### config.mk
export PLATFORM = sky130hd
export DESIGN_NAME = latency_stats_tracker_top
export DESIGN_NICKNAME = d
export VERILOG_FILES = /design/src/hdl/lst_pkg.sv /design/src/hdl/latency_stats_tracker_top.sv
export SDC_FILE = /design/constraint.sdc
export NUM_CORES = 2
export LEC_CHECK = 0
export BUFFER_PORTS_ARGS = -buffer_cell sky130_fd_sc_hd__buf_2
export CORE_ASPECT_RATIO = 0.5
export CORE_MARGIN = 8
export CORE_UTILIZATION = 61
export CTS_CLUSTER_DIAMETER = 100
export CTS_CLUSTER_SIZE = 16
export DETAILED_ROUTE_END_ITERATION = 7
export PLACE_DENSITY = 0.82
export SYNTH_ARGS = -nofsm -noshare
export SYNTH_HDL_FRONTEND = slang
export SYNTH_SLANG_ARGS = --single-unit
### constraint.sdc
create_clock -name clk -period 33.4 [get_ports clk]
set_clock_uncertainty 0.15 [all_clocks]
set_input_delay 3.34 -clock clk [delete_from_list [all_inputs] [get_ports clk]]
set_output_delay 3.34 -clock clk [all_outputs]
set_load 0.05 [all_outputs]
### src/hdl/lst_pkg.sv
// Shared types and constants for the latency statistics tracker.
`default_nettype none
package lst_pkg;

  localparam int CHANNELS_DEF = 4;
  localparam int ADDR_W       = 3;
  localparam int RATE_W       = 10;
  localparam int STAT_W       = 32;
  localparam int AVG_SHIFT    = 4;

  localparam logic [RATE_W-1:0] RATE_RESET  = 10'd216;
  localparam logic [STAT_W-1:0] LIMIT_RESET = 32'd1000;
  localparam logic [STAT_W-1:0] ALL_ONES    = 32'hFFFF_FFFF;

  // Register index, taken from paddr[2]
  localparam logic REG_RATE  = 1'b0;
  localparam logic REG_LIMIT = 1'b1;

  // Input item modes
  localparam logic MODE_RECORD = 1'b0;
  localparam logic MODE_CLEAR  = 1'b1;

  // One channel's statistics, as stored and as returned
  typedef struct packed {
    logic [STAT_W-1:0] last_us;
    logic [STAT_W-1:0] min_us;
    logic [STAT_W-1:0] max_us;
    logic [STAT_W-1:0] avg_us;
    logic [STAT_W-1:0] sample_count;
    logic [STAT_W-1:0] slow_count;
  } stats_t;

  localparam stats_t STATS_CLEAR = '{
    last_us:      '0,
    min_us:       ALL_ONES,
    max_us:       '0,
    avg_us:       '0,
    sample_count: '0,
    slow_count:   '0
  };

  typedef enum logic [1:0] {
    ST_IDLE,
    ST_READ,
    ST_DIV,
    ST_UPD
  } state_t;

endpackage
`default_nettype wire

### src/hdl/latency_stats_tracker_top.sv
// Latency statistics tracker: per-channel last/min/max/average/count statistics.
`default_nettype none
// A bank of CHANNELS statistics channels held in one synchronous memory
// (one word per channel, registered read). Each input transfer either
// records a cycle count on a channel or clears it; every transfer on a
// channel inside the bank returns one result with that channel's updated
// statistics, and a transfer on a channel beyond the bank is dropped. A
// record passes through the idle state that accepts the transfer, one memory
// read state, the bit-serial divider that converts cycles to microseconds
// (one quotient bit per cycle), and one read-modify-write state; the next
// transfer is accepted only after that. A clear skips the divider. If the
// previous result has not been taken yet, the write-back cycle waits for it.
// Channel entries read as cleared after reset through per-entry valid
// flops, so no clearing pass is needed.
module latency_stats_tracker_top
  import lst_pkg::*;
#(
  parameter int CHANNELS = CHANNELS_DEF
) (
  input  wire  logic              clk,
  input  wire  logic              rst,
  // input channel
  input  wire  logic              in_valid,
  output logic                    in_stall,
  input  wire  logic              mode,
  input  wire  logic [1:0]        channel,
  input  wire  logic [STAT_W-1:0] cycles,
  // result channel
  output logic                    out_valid,
  input  wire  logic              out_stall,
  output logic [STAT_W-1:0]       last_us,
  output logic [STAT_W-1:0]       min_us,
  output logic [STAT_W-1:0]       max_us,
  output logic [STAT_W-1:0]       avg_us,
  output logic [STAT_W-1:0]       sample_count,
  output logic [STAT_W-1:0]       slow_count,
  // configuration port
  input  wire  logic              psel,
  input  wire  logic              penable,
  input  wire  logic              pwrite,
  input  wire  logic [ADDR_W-1:0] paddr,
  input  wire  logic [31:0]       pwdata,
  output logic [31:0]             prdata,
  output logic                    pready
);

  localparam int CH_W  = (CHANNELS > 1) ? $clog2(CHANNELS) : 1;
  localparam int CNT_W = $clog2(STAT_W);

  // Configuration registers
  logic [RATE_W-1:0] rate;
  logic [STAT_W-1:0] limit;
  logic              cfg_wr;

  assign pready = 1'b1;
  assign cfg_wr = psel && penable && pwrite;

  always_ff @(posedge clk) begin
    if (rst) begin
      rate  <= RATE_RESET;
      limit <= LIMIT_RESET;
    end else if (cfg_wr) begin
      unique case (paddr[2])
        REG_RATE:  rate  <= pwdata[RATE_W-1:0];
        REG_LIMIT: limit <= pwdata;
        default:   ;
      endcase
    end
  end

  always_comb begin
    unique case (paddr[2])
      REG_RATE:  prdata = {{(32-RATE_W){1'b0}}, rate};
      REG_LIMIT: prdata = limit;
      default:   prdata = '0;
    endcase
  end

  // Control registers
  state_t              state, state_next;
  logic                mode_q;
  logic [CH_W-1:0]     ch_q;
  logic [CH_W+1:0]     ch_wide;
  logic                ch_in_range;
  logic [CNT_W-1:0]    cnt;
  logic [CHANNELS-1:0] ent_ok;
  logic                ent_ok_q;
  logic                accept, upd_go;

  assign ch_wide     = {{CH_W{1'b0}}, channel};
  assign ch_in_range = (32'(channel) < 32'(CHANNELS));
  assign accept      = in_valid && !in_stall;

  // Next state and handshake
  always_comb begin
    state_next = state;
    in_stall   = 1'b1;
    upd_go     = 1'b0;
    unique case (state)
      ST_IDLE: begin
        in_stall = 1'b0;
        if (in_valid && ch_in_range) state_next = ST_READ;
      end
      ST_READ: begin
        state_next = (mode_q == MODE_CLEAR) ? ST_UPD : ST_DIV;
      end
      ST_DIV: begin
        if (cnt == '0) state_next = ST_UPD;
      end
      ST_UPD: begin
        upd_go = !out_valid || !out_stall;
        if (upd_go) state_next = ST_IDLE;
      end
      default: state_next = ST_IDLE;
    endcase
  end

  always_ff @(posedge clk) begin
    if (rst) state <= ST_IDLE;
    else     state <= state_next;
  end

  // Statistics memory, one packed word per channel
  stats_t mem [CHANNELS];
  stats_t rd_q;
  stats_t ent;
  stats_t upd;

  always_ff @(posedge clk) begin
    if (state == ST_READ) rd_q <= mem[ch_q];
    if (upd_go)           mem[ch_q] <= upd;
  end

  // Entry valid bits: an entry not yet written reads as cleared
  always_ff @(posedge clk) begin
    if (rst) begin
      ent_ok <= '0;
    end else if (upd_go) begin
      ent_ok[ch_q] <= 1'b1;
    end
  end

  always_ff @(posedge clk) begin
    if (state == ST_READ) ent_ok_q <= ent_ok[ch_q];
  end

  assign ent = ent_ok_q ? rd_q : STATS_CLEAR;

  // Item capture
  always_ff @(posedge clk) begin
    if (accept) begin
      mode_q <= mode;
      ch_q   <= ch_wide[CH_W-1:0];
    end
  end

  // Bit-serial restoring divider: cycles / rate, one quotient bit per cycle
  logic [STAT_W-1:0] quo;
  logic [RATE_W-1:0] rem;
  logic [RATE_W:0]   trial;
  logic              fits;

  assign trial = {rem, quo[STAT_W-1]};
  assign fits  = (trial >= {1'b0, rate});

  always_ff @(posedge clk) begin
    if (accept) begin
      quo <= cycles;
      rem <= '0;
      cnt <= CNT_W'(STAT_W - 1);
    end else if (state == ST_DIV) begin
      quo <= {quo[STAT_W-2:0], fits};
      rem <= fits ? RATE_W'(trial - {1'b0, rate}) : trial[RATE_W-1:0];
      cnt <= cnt - 1'b1;
    end
  end

  // Statistics update
  logic signed [STAT_W:0] diff, diff_adj, step, avg_new;
  logic [STAT_W-1:0]      us;

  assign us       = quo;
  assign diff     = $signed({1'b0, us}) - $signed({1'b0, ent.avg_us});
  // bias negative differences so the shift truncates toward zero
  assign diff_adj = diff[STAT_W] ? diff + (STAT_W+1)'((1 << AVG_SHIFT) - 1) : diff;
  assign step     = diff_adj >>> AVG_SHIFT;
  assign avg_new  = $signed({1'b0, ent.avg_us}) + step;

  always_comb begin
    if (mode_q == MODE_CLEAR) begin
      upd = STATS_CLEAR;
    end else begin
      upd.last_us      = us;
      upd.min_us       = (us < ent.min_us) ? us : ent.min_us;
      upd.max_us       = (us > ent.max_us) ? us : ent.max_us;
      upd.slow_count   = (us > limit) ? ent.slow_count + 1'b1 : ent.slow_count;
      upd.avg_us       = (ent.sample_count == '0) ? us : avg_new[STAT_W-1:0];
      upd.sample_count = ent.sample_count + 1'b1;
    end
  end

  // Result register
  stats_t out_q;

  always_ff @(posedge clk) begin
    if (rst) begin
      out_valid <= 1'b0;
    end else if (upd_go) begin
      out_valid <= 1'b1;
    end else if (!out_stall) begin
      out_valid <= 1'b0;
    end
  end

  always_ff @(posedge clk) begin
    if (upd_go) out_q <= upd;
  end

  assign last_us      = out_q.last_us;
  assign min_us       = out_q.min_us;
  assign max_us       = out_q.max_us;
  assign avg_us       = out_q.avg_us;
  assign sample_count = out_q.sample_count;
  assign slow_count   = out_q.slow_count;

endmodule
`default_nettype wire
Yosys cells after proc, flatten, opt, wreduce, memory -nomap -nowiden. Memories as Yosys holds them, arrays and structs flattened. A register that Yosys moved wholly into a read port is not among the register bits. Cells that the tools add are included.

Bits in registers: 292. RAM bits: 768. Output and inout bits: 227. Memories: 1.

Add/subtract/negate cells: 7. Order comparisons: 6. Equality and inequality tests: 7. Multiplexer cells: 26. Bitwise operators: 2. Reduce and logical (&&, ||, !) cells: 14.

Memories: mem (depth 4, bits a word 192, read ports 1, clocked after memory_dff 1, write ports 1, line latency_stats_tracker_top.sv:124) `stats_t mem [CHANNELS];`.

Operator list (number): two-way mux 192 bit (1); two-way mux 32 bit (6); two-way mux 160 bit (1); adder 32 x 1 -> 32 bit (second input constant) (2); greater-than comparator 32 bit (2); case mux 32 bit (2 select lines) (1); adder 33 x 5 -> 33 bit (second input constant) (1); two-way mux 33 bit (1); subtractor 32 x 32 -> 33 bit (1); adder 32 x 29 -> 32 bit (1); zero test 32 bit (1); < comparator 32 bit (1); greater-or-equal comparator 11 x 10 -> 1 bit (1); two-way mux 10 bit (1); subtractor 10 bit (1); two-way mux 1 bit (9); case mux 2 bit (4 select lines) (1); two-way mux 2 bit (3); != test 2 bit (second input constant) (3); zero test 5 bit (1); subtractor 5 x 1 -> 5 bit (second input constant) (1); == test 2 bit (second input constant) (2); logical AND 1 bit (4); OR 4 bit (1); other kinds (13) (15).

Logic depth before layout (Yosys ltp).
Depth after elaboration: 7. Mapped depth: 33. Mapped depth without buffers: 28.

Least setup slack after synthesis. OpenSTA, ideal clock, no wires.

Kind: input -> register. Start point: input port out_stall. End point: memory mem[1][0] (netlist name) (enable). Arrival time: 15.125 ns. Data required time: 32.336 ns. Setup slack: 17.211 ns. Stages: 3. Cell sequence: nand2_1 -> nand2_1 -> nor3b_1.

Longest elaborated chain between the ends: 5.

RTL lines: from (decl) (line latency_stats_tracker_top.sv:30) `input wire logic out_stall,`; zero test 1 bit; logical OR 1 bit (line latency_stats_tracker_top.sv:111) `upd_go = !out_valid || !out_stall;`; two-way mux 1 bit (line latency_stats_tracker_top.sv:99) `unique case (state)`; two-way mux 1 bit (line latency_stats_tracker_top.sv:131) `if (upd_go) mem[ch_q] <= upd;`; two-way mux 1 bit (not written as such) (line latency_stats_tracker_top.sv:131); to (decl) (line latency_stats_tracker_top.sv:124).

No other way between the ends.

==> results.toml <==
[global_route]
pin_count_of_the_biggest_net_entering_global_routing = 128
first_global_vias = 29840
antenna_found_initial = 1
globalRoute.totalOverflow = 0
grt_use_total_pct = 26.41
wire_length_of_the_first_global_routing_pass_um = 178800

[worst_hold_path]
worst_hold_startpoint = "limit[30]$_SDFFE_PP0P_"
hold_path_class = "reg2reg"
timing.hold.worst_endpoint = "limit[30]$_SDFFE_PP0P_"
worst_hold_path.num_cells = 2

[timing]
timing.slew.headroom_pct = 16.74
layout_min_cycle_time_ns = 9.085
worst-slew-pin-transition_ns = 1.243
minimum_setup_slack_in_the_final_design_ns = 24.32
fin_crit_share_pct = 27.20
finalSetupTns_ns = 0
final-max-slew-violation-count = 0
max_freq_mhz = 110.1
hold_viol = 0
setup-violations-final = 0
grt_setup_unrepaired = "no"

[floorplanning]
rows = 72
floorplan.initialDensity_pct = 61.95
io-pin-count = 304
fp.dieH_um = 214.6
die_area_mm2 = 0.08865
placeableCoreArea_mm2 = 0.07765
floorplan.die.width_um = 413.1

[detailed_routing]
routed_via_density = 6.348
detail_route.wl_per_cell_um = 25.69
drt_wl_total_um = 119200
drcViolationCount = 0
initial_drt_pass_iterations = 7
vias = 29440
detail_route.iter0.violations = 3703
route.antenna.remaining_nets = 0

[pwr]
leakage_nw = 19.04
p_clk_share_pct = 17.4
netSwitchingFraction_pct = 39.36
netSwitchingPower_mw = 2.018
power_density_mw_per_mm2 = 96.62
share_comb_of_total_power_pct = 43.7
ir_worst_vdd_mv = 0.05634
seq_power_share_pct = 38.9
p_int_mw = 3.109

[critical_path]
path_buf_inv = 1
crit_path_category = "reg2reg"
path_common_cell = "sky130_fd_sc_hd__a21o_1"
critical-path-top-delay-family = "compound AO/OA/AOI/OAI gates"
worstPathMaxFanout = 50
crit_path_end_kind = "flip-flop"
data_required_time_of_the_worst_path_ns = 33.77
reg_to_reg_start = "ent_ok_q$_DFFE_PN_"
cp_data_arrival_time_ns = 9.45
r2r_setup_slk_ns = 24.32
crit_path_start = "ent_ok_q$_DFFE_PN_"
critPathSlowestCell = "sky130_fd_sc_hd__edfxtp_1"
rr_worst_depth = 26
regToRegEndpoint = "avg_us[31]$_DFFE_PP_"
critical_path.startpoint_type = "flip-flop"
slowest_delay_ns = 0.80

[clocking]
ctsResizeCount = 0
ctsHoldBuffers = 0
cts_tree = "done"
cts_made_buffers = 78
post_cts.repair.setup_buffers = 0
register_clock_pin_slew_on_the_reported_worst_setup_and_hold_paths_ns = 0.07
cts_root_buf = "sky130_fd_sc_hd__clkbuf_16"
cts_max_path_buffers = 3
htreeDepth = 3
clock_sink_count = 1092
worst_skew_pair.late_latency_ns = 0.69

[finish]
final_layout_size_suffix_gt1_share_pct = 18.78
fin_util_pct = 68.32
area.growth.synth_to_final_pct = 10.30
fillCellCount = 5030
nNetsFinal = 3828

[synth]
synth_area_leaders = "sky130_fd_sc_hd__edfxtp_1 64%, sky130_fd_sc_hd__mux4_2 7.5%, sky130_fd_sc_hd__ha_1 4.6%, sky130_fd_sc_hd__dfxtp_1 2.7%, sky130_fd_sc_hd__nand2_1 2.4%"
syn_avg_cell_area_um2 = 14.72
distinct_cells_synth = 94
post_synth_instance_area_mm2 = 0.04810
ys_ff_latch = 1092
async_flop_share_pct = 0
synth_seq_area_share_pct = 66.84
synth_top_area_share_pct = 64.17
synth-edff-count = 1028
synth_fp_nets = 3527
synthCells = 3269
most_used_flip_flop_cell_after_synthesis = "sky130_fd_sc_hd__edfxtp_1"
ys_warn_count = 0
synth_area_leader_cell = "sky130_fd_sc_hd__edfxtp_1"

[placed_design]
gpl.final_weighted_congestion = 0.9098
hpwl_um = 75440
place.port_buffers = 300
dp_slack_ns = 24.53

[job]
max-cap-violations = 0

[run_status]
status = "complete, no violations"
==> area by class of cell <==
type	instances	area, µm²	area share, %
Sequential cell	1092	32150	60.60
Antenna cell	2	5.005	0.009433
Inverter	148	563.0	1.061
Tap cell	1036	1296	2.443
Clock buffer	102	2042	3.849
Timing Repair Buffer	356	1959	3.693
Multi-Input combinational cell	1894	14890	28.06
Clock inverter	8	152.6	0.2877
==> flip-flops by register name, summed over array words and instances, names as in the netlist, 4 cells and up <==
register and flops:
rate 10, ent_ok 4, sample_count 32, min_us 32, avg_us 32, mem 640, last_us 32, limit 32
cnt 5, rd_q 160, quo 32, slow_count 32, rem 10, max_us 32
==> synthesized netlist by cell type, types with 4 or more instances <==
master                     instances
sky130_fd_sc_hd__nor2b_1          17
sky130_fd_sc_hd__a211o_1          15
sky130_fd_sc_hd__nor3_1           48
sky130_fd_sc_hd__mux2_2           32
sky130_fd_sc_hd__nand2b_1         11
sky130_fd_sc_hd__and3_1           16
sky130_fd_sc_hd__buf_1            28
sky130_fd_sc_hd__o211ai_1          6
sky130_fd_sc_hd__a21oi_1         149
sky130_fd_sc_hd__nand3_1          35
sky130_fd_sc_hd__inv_1           148
sky130_fd_sc_hd__a21boi_0         39
sky130_fd_sc_hd__o21a_1           28
sky130_fd_sc_hd__nor2_1          273
sky130_fd_sc_hd__o21ai_0         128
sky130_fd_sc_hd__mux2i_1          19
sky130_fd_sc_hd__edfxtp_1       1028
sky130_fd_sc_hd__a21o_1           67
sky130_fd_sc_hd__mux4_2          161
sky130_fd_sc_hd__ha_1            178
sky130_fd_sc_hd__xor2_1           64
sky130_fd_sc_hd__nor3b_1           6
sky130_fd_sc_hd__o21bai_1         13
sky130_fd_sc_hd__nand2_1         312
sky130_fd_sc_hd__o31ai_1           7
sky130_fd_sc_hd__and2_1           14
sky130_fd_sc_hd__and4_1            6
sky130_fd_sc_hd__xnor2_1          64
sky130_fd_sc_hd__dfxtp_1          64
sky130_fd_sc_hd__o21ai_1          10
sky130_fd_sc_hd__nand4_1          46
sky130_fd_sc_hd__o31a_1            5
sky130_fd_sc_hd__or3_1            21
sky130_fd_sc_hd__or2_2             5
sky130_fd_sc_hd__clkbuf_1         97
sky130_fd_sc_hd__a211oi_1          8
sky130_fd_sc_hd__a221oi_1          4
sky130_fd_sc_hd__nor4_1           13
sky130_fd_sc_hd__a31oi_1           7
==> power groups by stage <==
stage                     Clock [mW]  Sequential, mW  Combinational (mW)
after global routing           0.950            2.01                2.43
after global placement             0            2.01                2.11
final                          0.890            2.00                2.24
after floorplan                    0            2.11                1.50
after CTS                      0.901            1.99                2.21
after detailed placement           0            2.02                2.18
==> worst max path at each step <==
| stage | end | cells after the start |
|---|---|---|
| floorplan | mem[1][0]$_DFFE_PP_ | 3 |
| global placement | avg_us[31]$_DFFE_PP_ | 26 |
| detailed placement | avg_us[31]$_DFFE_PP_ | 26 |
| CTS | avg_us[31]$_DFFE_PP_ | 26 |
| global route | avg_us[31]$_DFFE_PP_ | 26 |
| finish | avg_us[31]$_DFFE_PP_ | 26 |
==> metal layers <==
| metal | track usage (%) | wire length, µm |
|---|---|---|
| met1 | 34.49 | 46360 |
| met5 | 0 | 0 |
| met2 | 42.95 | 56630 |
| met4 | 11.43 | 5649 |
| met3 | 5.722 | 10530 |
==> metrics by stage <==
step           power [mW]  cells  hold slack [ns]  instance area, µm²
2_1_floorplan       3.608   3269           0.2848               48100
6_report            5.126   4638           0.3096               53060
3_5_place_dp        4.202   4526           0.2998               50860
5_1_grt             5.385   4636           0.3194               53050
4_1_cts             5.101   4636           0.3099               53050
3_3_place_gp        4.119   4526           0.2931               50860
==> worst min-delay path, stage by stage (launching register included) <==
cell                      delay (ns)
sky130_fd_sc_hd__dfxtp_1        0.31
sky130_fd_sc_hd__nand2_1        0.05
sky130_fd_sc_hd__a21oi_1        0.05
==> cells by family (layout without fill, tap and decap cells) <==
kind of cell / Yosys count / in the layout / synth area share, %
flops: 1092 / 1092 / 66.84
simple gates: 847 / 847 / 7.988
compound gates: 522 / 522 / 6.947
buf+inv: 283 / 614 / 2.362
mux: 213 / 213 / 8.706
fa+ha+maj: 181 / 181 / 4.755
xor+xnor: 130 / 130 / 2.398
other cells: 1 / 3 / 0.007796
==> cell usage in the layout, fill, tap and decap left out, types with 53 or more instances in the layout <==
master	instances
sky130_fd_sc_hd__edfxtp_1	1028
sky130_fd_sc_hd__nand2_1	312
sky130_fd_sc_hd__buf_2	300
sky130_fd_sc_hd__nor2_1	272
sky130_fd_sc_hd__ha_1	177
sky130_fd_sc_hd__mux4_2	161
sky130_fd_sc_hd__a21oi_1	149
sky130_fd_sc_hd__inv_1	146
sky130_fd_sc_hd__o21ai_0	128
sky130_fd_sc_hd__clkbuf_16	78
sky130_fd_sc_hd__a21o_1	67
sky130_fd_sc_hd__xor2_1	64
sky130_fd_sc_hd__xnor2_1	64
sky130_fd_sc_hd__dfxtp_1	64
sky130_fd_sc_hd__buf_4	53
Note: power is estimated with default switching activity, not from simulation.
